==> src/design/sab_ram.sv <==
// generic simple dual-port ram with registered read
module sab_ram #(
  parameter int WIDTH = 8,
  parameter int DEPTH = 16
) (
  input  logic                     clk,
  input  logic                     we,
  input  logic [$clog2(DEPTH)-1:0] waddr,
  input  logic [WIDTH-1:0]         wdata,
  input  logic [$clog2(DEPTH)-1:0] raddr,
  output logic [WIDTH-1:0]         rdata
);

  logic [WIDTH-1:0] mem [DEPTH];
  logic [WIDTH-1:0] rdata_r;

  always_ff @(posedge clk) begin
    if (we) begin
      mem[waddr] <= wdata;
    end
    rdata_r <= mem[raddr];
  end

  assign rdata = rdata_r;

endmodule

==> config.mk <==
export PLATFORM = sky130hd
export DESIGN_NAME = sab_ram
export DESIGN_NICKNAME = d
export VERILOG_FILES = /design/src/design/sab_ram.sv
export SDC_FILE = /design/constraint.sdc
export NUM_CORES = 1
export LEC_CHECK = 0
export BUFFER_PORTS_ARGS = -buffer_cell sky130_fd_sc_hd__buf_2
export CAP_MARGIN = 10
export CORE_ASPECT_RATIO = 2
export CORE_MARGIN = 1
export CORE_UTILIZATION = 30
export CTS_BUF_LIST = sky130_fd_sc_hd__clkbuf_8
export DETAILED_ROUTE_END_ITERATION = 6
export PLACE_DENSITY = 0.5
export SYNTH_ARGS = -nofsm -noshare
export SYNTH_HDL_FRONTEND = slang
export SYNTH_SLANG_ARGS = --single-unit
==> constraint.sdc <==
create_clock -name clk -period 3.4 [get_ports clk]
set_input_delay 0.34 -clock clk [delete_from_list [all_inputs] [get_ports clk]]
set_output_delay 0.34 -clock clk [all_outputs]
set_load 0.03 [all_outputs]
==> results of run 1 <==
worst register-to-register path, delay by kind of cell, from the launching register on:
| family | cells | cell delay (ns) |
|---|---|---|
| simple gates | 1 | 0.09 |
| compound gates | 1 | 0.27 |
| flops | 1 | 0.36 |
| mux | 1 | 0.51 |
routing by layer:
| metal | share of wire | wire (um) | vias to the layer above |
|---|---|---|---|
| li1 | - | - | 1047 |
| met1 | 0.36 | 3660 | 1191 |
| met2 | 0.58 | 5960 | 64 |
| met3 | 0.036 | 372 | 15 |
| met4 | 0.024 | 241 | 0 |
| met5 | 0 | 0 | - |
synth_stat cells, types with 2 or more instances:
cell type | count | share of area
sky130_fd_sc_hd__mux4_2 | 18 | 0.079
sky130_fd_sc_hd__buf_2 | 3 | 0.0029
sky130_fd_sc_hd__nand2b_1 | 2 | 0.0024
sky130_fd_sc_hd__nand2_1 | 9 | 0.0066
sky130_fd_sc_hd__nand3b_1 | 2 | 0.0029
sky130_fd_sc_hd__dfxtp_1 | 8 | 0.031
sky130_fd_sc_hd__mux4_1 | 14 | 0.071
sky130_fd_sc_hd__edfxtp_1 | 128 | 0.75
sky130_fd_sc_hd__a22oi_1 | 16 | 0.023
sky130_fd_sc_hd__nor3_1 | 4 | 0.0039
sky130_fd_sc_hd__clkdlybuf4s25_2 | 3 | 0.0058
sky130_fd_sc_hd__nor2_1 | 13 | 0.0095
sky130_fd_sc_hd__buf_6 | 3 | 0.0066
cells in the final DEF, fill, tap and decap left out, drive strengths merged:
master / instances
a22oi: 16
and2: 1
and2b: 1
buf: 29
bufinv: 3
clkbuf: 19
clkinv: 7
clkinvlp: 2
dfxtp: 8
edfxtp: 128
inv: 1
mux4: 32
nand2: 9
nand2b: 2
nand3: 1
nand3b: 2
nor2: 13
nor2b: 1
nor3: 4
or3b: 1
worst paths after layout:
path	to	cells after the start	start	slack [ns]
setup / recovery	mem[1][1]	3	waddr[2]	1.76
hold / removal	mem[9][0]	1	wdata[0]	0.27
setup reg to reg	rdata[5]	3	mem[1][5]	2.06
hold reg to reg	rdata[6]	3	mem[14][6]	0.67
cell type report:
cell class                 count  area (um2)  area share
clock buffer                  19         262      0.0443
clock inverter                13         155      0.0263
sequential                   136        4000       0.678
tap                          207         259      0.0438
timing repair buffer          29         168      0.0284
multi-input combinational     83        1060       0.180
cells by family after synthesis:
group           after synthesis  share of synthesized area
flops                       136                      0.778
compound gates               16                     0.0233
buf+inv                      10                     0.0168
simple gates                 35                     0.0318
mux                          32                      0.150
sequential cells by signal, indices dropped and copies added (netlist names):
register  flops
mem         128
rdata         8
metrics by stage:
stage / util / worst slack (ns)
2_1_floorplan: - / 1.57
3_3_place_gp: 0.328 / 1.23
3_5_place_dp: 0.328 / 1.24
4_1_cts: 0.352 / 1.72
5_1_grt: 0.352 / 1.68
6_report: 0.352 / 1.76
power groups by stage:
stage	Clock (mW)	Sequential [mW]	Combinational (mW)
floorplan	0	1.94	0.0951
global placement	0	1.92	0.189
detailed placement	0	1.92	0.192
CTS	1.39	1.88	0.192
global route	1.46	1.88	0.203
finish	1.38	1.88	0.187
==> run summary, run 1 <==
From bottom edge to top edge, the die measures 187 um. For the worst setup path, the data arrival time is 1.70 ns. The number of max-slew violations in the final report is 0. The internal power of the cells came out at 2.70 mW. The worst-case IR drop observed on VDD is 0.000235 V. The met1 capacity usage during global routing came out at 0.124. The horizontal extent of the die is 94.6 um. The fraction of layout cells with a size suffix above 1 came out at 0.286.

The global routing met2 resource utilization came out at 0.230. Of the total power, combinational logic draws 0.054. The flow ran to the end, and the final reports show no timing, DRC or antenna violations. The distinct cell type count after synthesis is 19.

CTS placed an instance of sky130_fd_sc_hd__clkbuf_8 at the clock tree root. Of the total power, registers draw 0.546. The antenna violation net count after detailed routing came out at 0.

The setup-violating endpoint count in the final report came out at 0. Along the worst path, the maximum fanout reaches 8. The clock tree skew after final layout is 0.0152 ns. The count of flip-flops with a built-in enable after synthesis came out at 128. The global-route usage over all layers came out at 0.126. Yosys printed 0 warnings. The critical path class is in2reg. The number of setup buffers added after CTS came out at 0. The clock tree from TritonCTS is built. After clock tree synthesis, the clock-pin slew on the worst setup and hold paths is 0.08 ns. The post-synthesis cell count is 229.

The worst hold path belongs to the class in2reg. The die area is 0.0177 mm2. The post-detailed-route wirelength per cell came out at 21.0 um.

The post-route DRC violation count is 0. The count of port buffers added during placement is 25. The post-synthesis to final-layout area growth is 14.8%. The final cell area excluding filler cells is 0.00591 mm2. Setup repair after global routing left no endpoint under its margin. For this run, the top clock speed supported by timing is 611 MHz. The total area inside the core boundary comes to 0.0168 mm2. The placed instance area came out at 0.00549 mm2. The signal on the critical path passes through buf_2 > or3b_2 > nor2_1.

The final cell count without fillers came out at 487. The net count after synthesis came out at 247. The final-layout fill cell count came out at 1,568. The number of CTS-inserted buffers is 17. Summed over all cells, the static leakage comes to 1.93 nW. The number of cells in the design after placement is 455.

The proportion of total power due to net switching came out at 0.216. The global-route congestion overflow total is 0. The final hold violation count came out at 0. In this run the cell area of the synthesized design comes to 0.00515 mm2.

The slowest stage of the critical path belongs to the cell sky130_fd_sc_hd__nor2_1. On the final layout, the worst hold slack is 0.273 ns. The slew of the pin with the lowest slew margin is 1.03 ns. The number of antenna violations at the first check in global routing came out at 0. The number of H-tree levels came out at 4. The biggest cell delay along the critical path came out at 0.72 ns. The clock sink count is 136.

In this run the most used layer during global routing was met2. The total via count after detailed routing came out at 2,317. The worst setup path is captured at a register. The final sum of negative setup slack is 0 ns. For this run, the leading register cell type out of synthesis is sky130_fd_sc_hd__edfxtp_1. The total routed wirelength is 10,200 um. After detailed routing, the number of vias per cell comes to 4.76. The initial utilization of the core area, before any placement, comes to 0.307. The number of antenna diodes in the final layout is 0. The last weighted congestion value of the routability-driven placer is 0.689. The worst path buffer plus inverter count came out at 1. The maximum buffer depth of the clock tree came out at 2. The HPWL reported at the end of detailed placement came out at 7120 um. The switching component of the power came out at 745 uW. In this run, post-CTS repair resized a total of 0 instances. The flop and latch count out of synthesis came out at 136. The clock period could shrink to 1.64 ns.

The met3 track demand over resource in global routing came out at 0.0333. The nature of the critical path startpoint is a primary input. In the synthesized netlist the async set-or-reset flop fraction comes to 0. The clock network fraction of design power came out at 0.399. The global-route wire length before repair came out at 15,000 um. Max-cap violations in this run came to 0. Power spread over the standard cell area amounts to 583 mW/mm2.

The part of the Yosys area used for sequential elements is 0.778. The worst pin sits at a relative slew slack of 0.313. The number of nets in the final layout came out at 285. In this run the core area contains 67 standard-cell rows. The total power after layout is 3.45 mW. The largest net degree at the start of global routing came out at 33. The clock latency on the worst-skew pair is 0.45 ns. The final period utilization is 0.481. The via count of the first global-routing pass came to 2,483. The kind of cell with the highest combined delay along the critical path is simple AND/OR/NAND/NOR gates. The post-synthesis average cell area is 22.5 um2. 26 I/O pins were placed. The required time of the worst setup path is 3.46 ns. The violation count after the first detailed-route iteration came out at 214. The number of hold-repair buffers added at the cts stage came out at 0. For this run, the detailed router's first-pass iteration total came to 4.
(Power assumes the default switching activity.)
==> run 2, diff against run 1 <==
==> constraint.sdc (replaced) <==
create_clock -name clk -period 1.59 [get_ports clk]
set_input_delay 0.159 -clock clk [delete_from_list [all_inputs] [get_ports clk]]
set_output_delay 0.159 -clock clk [all_outputs]
set_load 0.03 [all_outputs]
==> run summary, run 2 (synthesis results as in run 1) <==
The run finished with clean final reports. The flip-flop count of the largest register after layout is 128 (unchanged). The kind of cell with the highest combined delay along the critical path is multiplexers. The number of cells in the design after placement came out at 478 (+5.1%). The register clock-pin slew on the reported worst setup and hold paths is 0.08 ns (about the same). The required time of the worst setup path is 1.92 ns (-1.54 ns).

The number of H-tree levels is 4 (unchanged). The number of setup buffers added after CTS came out at 0 (unchanged). The final hold slack came out at 0.103 ns (-0.170 ns).

The global-route usage over all layers is 0.135 (+0.00910). The count of port buffers added during placement is 25 (unchanged). The worst-path maximum fanout is 1 (-7). The max-cap violation count is 0 (unchanged). The initial standard-cell utilization of the core is 0.307 (unchanged). The number of max-slew violations in the final report came to 0 (unchanged).

The final hold violation count is 0 (unchanged). The final sum of negative setup slack is 0 ns (unchanged). The maximum buffer depth of the clock tree was 2 (unchanged).

The via count normalized by instance count came to 4.77 (+0.22%). The headroom to the max-slew limit came out at 0.716 (+0.403). The largest net degree at the start of global routing came out at 33 (unchanged).

The signal on the critical path passes through mux4_1 > a22oi_1 > nand2_1. The critical path class is reg2reg. The number of inserted diodes came out at 0 (unchanged). The root buffer cell chosen for the clock tree is sky130_fd_sc_hd__clkbuf_8. The power density over the cells came to 1170 mW/mm2 (+100%). The number of antenna violations at the first check in global routing came to 0 (unchanged). The final cell area excluding filler cells is 0.00606 mm2 (+2.6%).

The count of instances resized after the clock tree is built is 0 (unchanged). Setup repair after global routing left no endpoint under its margin. The worst path buffer plus inverter count came out at 0 (-1). The final-layout fill cell count came out at 1,568 (unchanged). The sequential share of power was 0.569 (+0.023). The number of nets in the final layout was 308 (+8.1%).

The slew of the pin with the lowest slew margin is 0.426 ns (-0.601 ns). The post-detailed-route wirelength per cell came out at 21.2 um (+1.0%). The detailed-router iteration count before antenna repair came out at 4 (unchanged). The top-level port count is 26 (unchanged). The global-route wire length before repair came to 16,200 um (+8.2%). The peak supply drop came out at 0.000450 V (+91%). The global-route congestion overflow total is 0 (unchanged). The switching component of the power came out at 1.52 mW (+100%).

The final cell count without fillers came out at 509 (+4.5%). The largest individual stage delay along the critical path comes from the cell sky130_fd_sc_hd__mux4_1. The proportion of total power due to net switching came to 0.214 (-0.00210). The minimum period implied by the final worst setup slack is 1.30 ns. The worst setup path is captured at a register. The reported leakage power came out at 2.05 nW (+6.2%). The post-route DRC violation count is 0 (unchanged).

The maximum frequency from static timing analysis is 770 MHz. The library cell used most frequently in the layout, excluding fill and tap cells, is sky130_fd_sc_hd__edfxtp_1. The type of the tightest min-delay check is in2reg. The area inside the core boundary is 0.0168 mm2 (unchanged). The number of cell rows is 67 (unchanged). The clock network fraction of design power came out at 0.369 (-0.030).

The HPWL reported at the end of detailed placement came out at 7560 um (+6.2%). The die area came to 0.0177 mm2 (unchanged). TritonCTS built the clock tree. The antenna violation net count after detailed routing is 0 (unchanged).

The clock sink count came out at 136 (unchanged). The fraction of layout cells with a size suffix above 1 is 0.331 (+0.0454). The via count of the first global-routing pass is 2,673 (+7.7%).

The final period utilization is 0.816. The biggest cell delay along the critical path came out at 0.49 ns (-0.23 ns). The final design utilization is 0.362 (+0.00925). The setup-violating endpoint count in the final report came out at 0 (unchanged). The part of the power in combinational logic is 0.061 (+0.007). The area growth from synthesis to layout is 17.8%. More flip-flops sit in one register than any other, and that register is mem. The total via count after detailed routing is 2,427 (+4.7%). The violation count after the first detailed-route iteration came out at 183 (-14%).

In the layout the commonest cells are 128 x sky130_fd_sc_hd__edfxtp_1, 25 x sky130_fd_sc_hd__buf_2, 23 x sky130_fd_sc_hd__buf_4, 18 x sky130_fd_sc_hd__mux4_2, 18 x sky130_fd_sc_hd__clkbuf_8. The total routed wirelength came out at 10,800 um (+5.6%). The number of hold-repair buffers added at the cts stage came out at 0 (unchanged). The number of CTS-inserted buffers is 17 (unchanged). The placed instance area came out at 0.00570 mm2 (+3.8%). The internal power of the cells came out at 5.56 mW (+110%). The die extent in y came to 187 um (unchanged). The arrival time of data at the critical path endpoint came to 1.63 ns (-0.07 ns).

The worst setup path is launched from a register. The horizontal extent of the die is 94.6 um (unchanged). The clock latency on the worst-skew pair is 0.44 ns (about the same).

The clock tree skew after final layout is 0.00910 ns (-0.00614 ns). The last weighted congestion value of the routability-driven placer is 0.698 (+1.3%).
## run 2: cell count changes in the layout (fill, tap and decap cells not counted), moves of 3 or more
cell,before,now
sky130_fd_sc_hd__buf_4,3,23
sky130_fd_sc_hd__buf_12,1,4
sky130_fd_sc_hd__clkinv_2,4,7
sky130_fd_sc_hd__clkinv_4,3,0
## run 2: cell type report
class	instances	area [um2]	share of cell area
clock buffers	18	248	0.0409
flip-flops and latches	136	4000	0.660
multi-input cells	83	1060	0.175
repair buffers	52	378	0.0623
well taps	207	259	0.0427
clock inverters	13	114	0.0188
## run 2: power groups by stage
stage / Combinational (mW) / Sequential (mW) / Clock (mW)
3_3_place_gp: 0.438 / 4.11 / 0
5_1_grt: 0.473 / 4.04 / 2.83
3_5_place_dp: 0.448 / 4.11 / 0
6_report: 0.435 / 4.03 / 2.62
2_1_floorplan: 0.204 / 4.15 / 0
4_1_cts: 0.448 / 4.03 / 2.69
## run 2: per-layer routing
| layer | up-vias | part of all wire | global-route usage |
|---|---|---|---|
| met1 | 1270 | 0.35 | 0.130 |
| met4 | 0 | 0.021 | 0.0629 |
| met2 | 50 | 0.60 | 0.255 |
| met5 | - | 0 | 0 |
| met3 | 14 | 0.031 | 0.0341 |
| li1 | 1093 | - | - |
## run 2: through the flow
step           total power, mW  setup slack [ns]
6_report                  7.08             0.292
5_1_grt                   7.34             0.212
4_1_cts                   7.17             0.282
3_5_place_dp              4.56           0.00355
3_3_place_gp              4.55            0.0176
2_1_floorplan             4.35             0.165
## run 2: worst paths after layout
check / start / end / slack, ns / cells past startpoint
min reg2reg: mem[12][0] / rdata[0] / 0.67 / 3
max: mem[2][5] / rdata[5] / 0.29 / 3
max reg2reg: mem[2][5] / rdata[5] / 0.29 / 3
min: wdata[1] / mem[14][1] / 0.10 / 1
## run 2: worst register-to-register path, cell delays in order (launching register included)
cell and delay [ns]:
sky130_fd_sc_hd__edfxtp_1 0.36, sky130_fd_sc_hd__mux4_1 0.49, sky130_fd_sc_hd__a22oi_1 0.26, sky130_fd_sc_hd__nand2_1 0.09
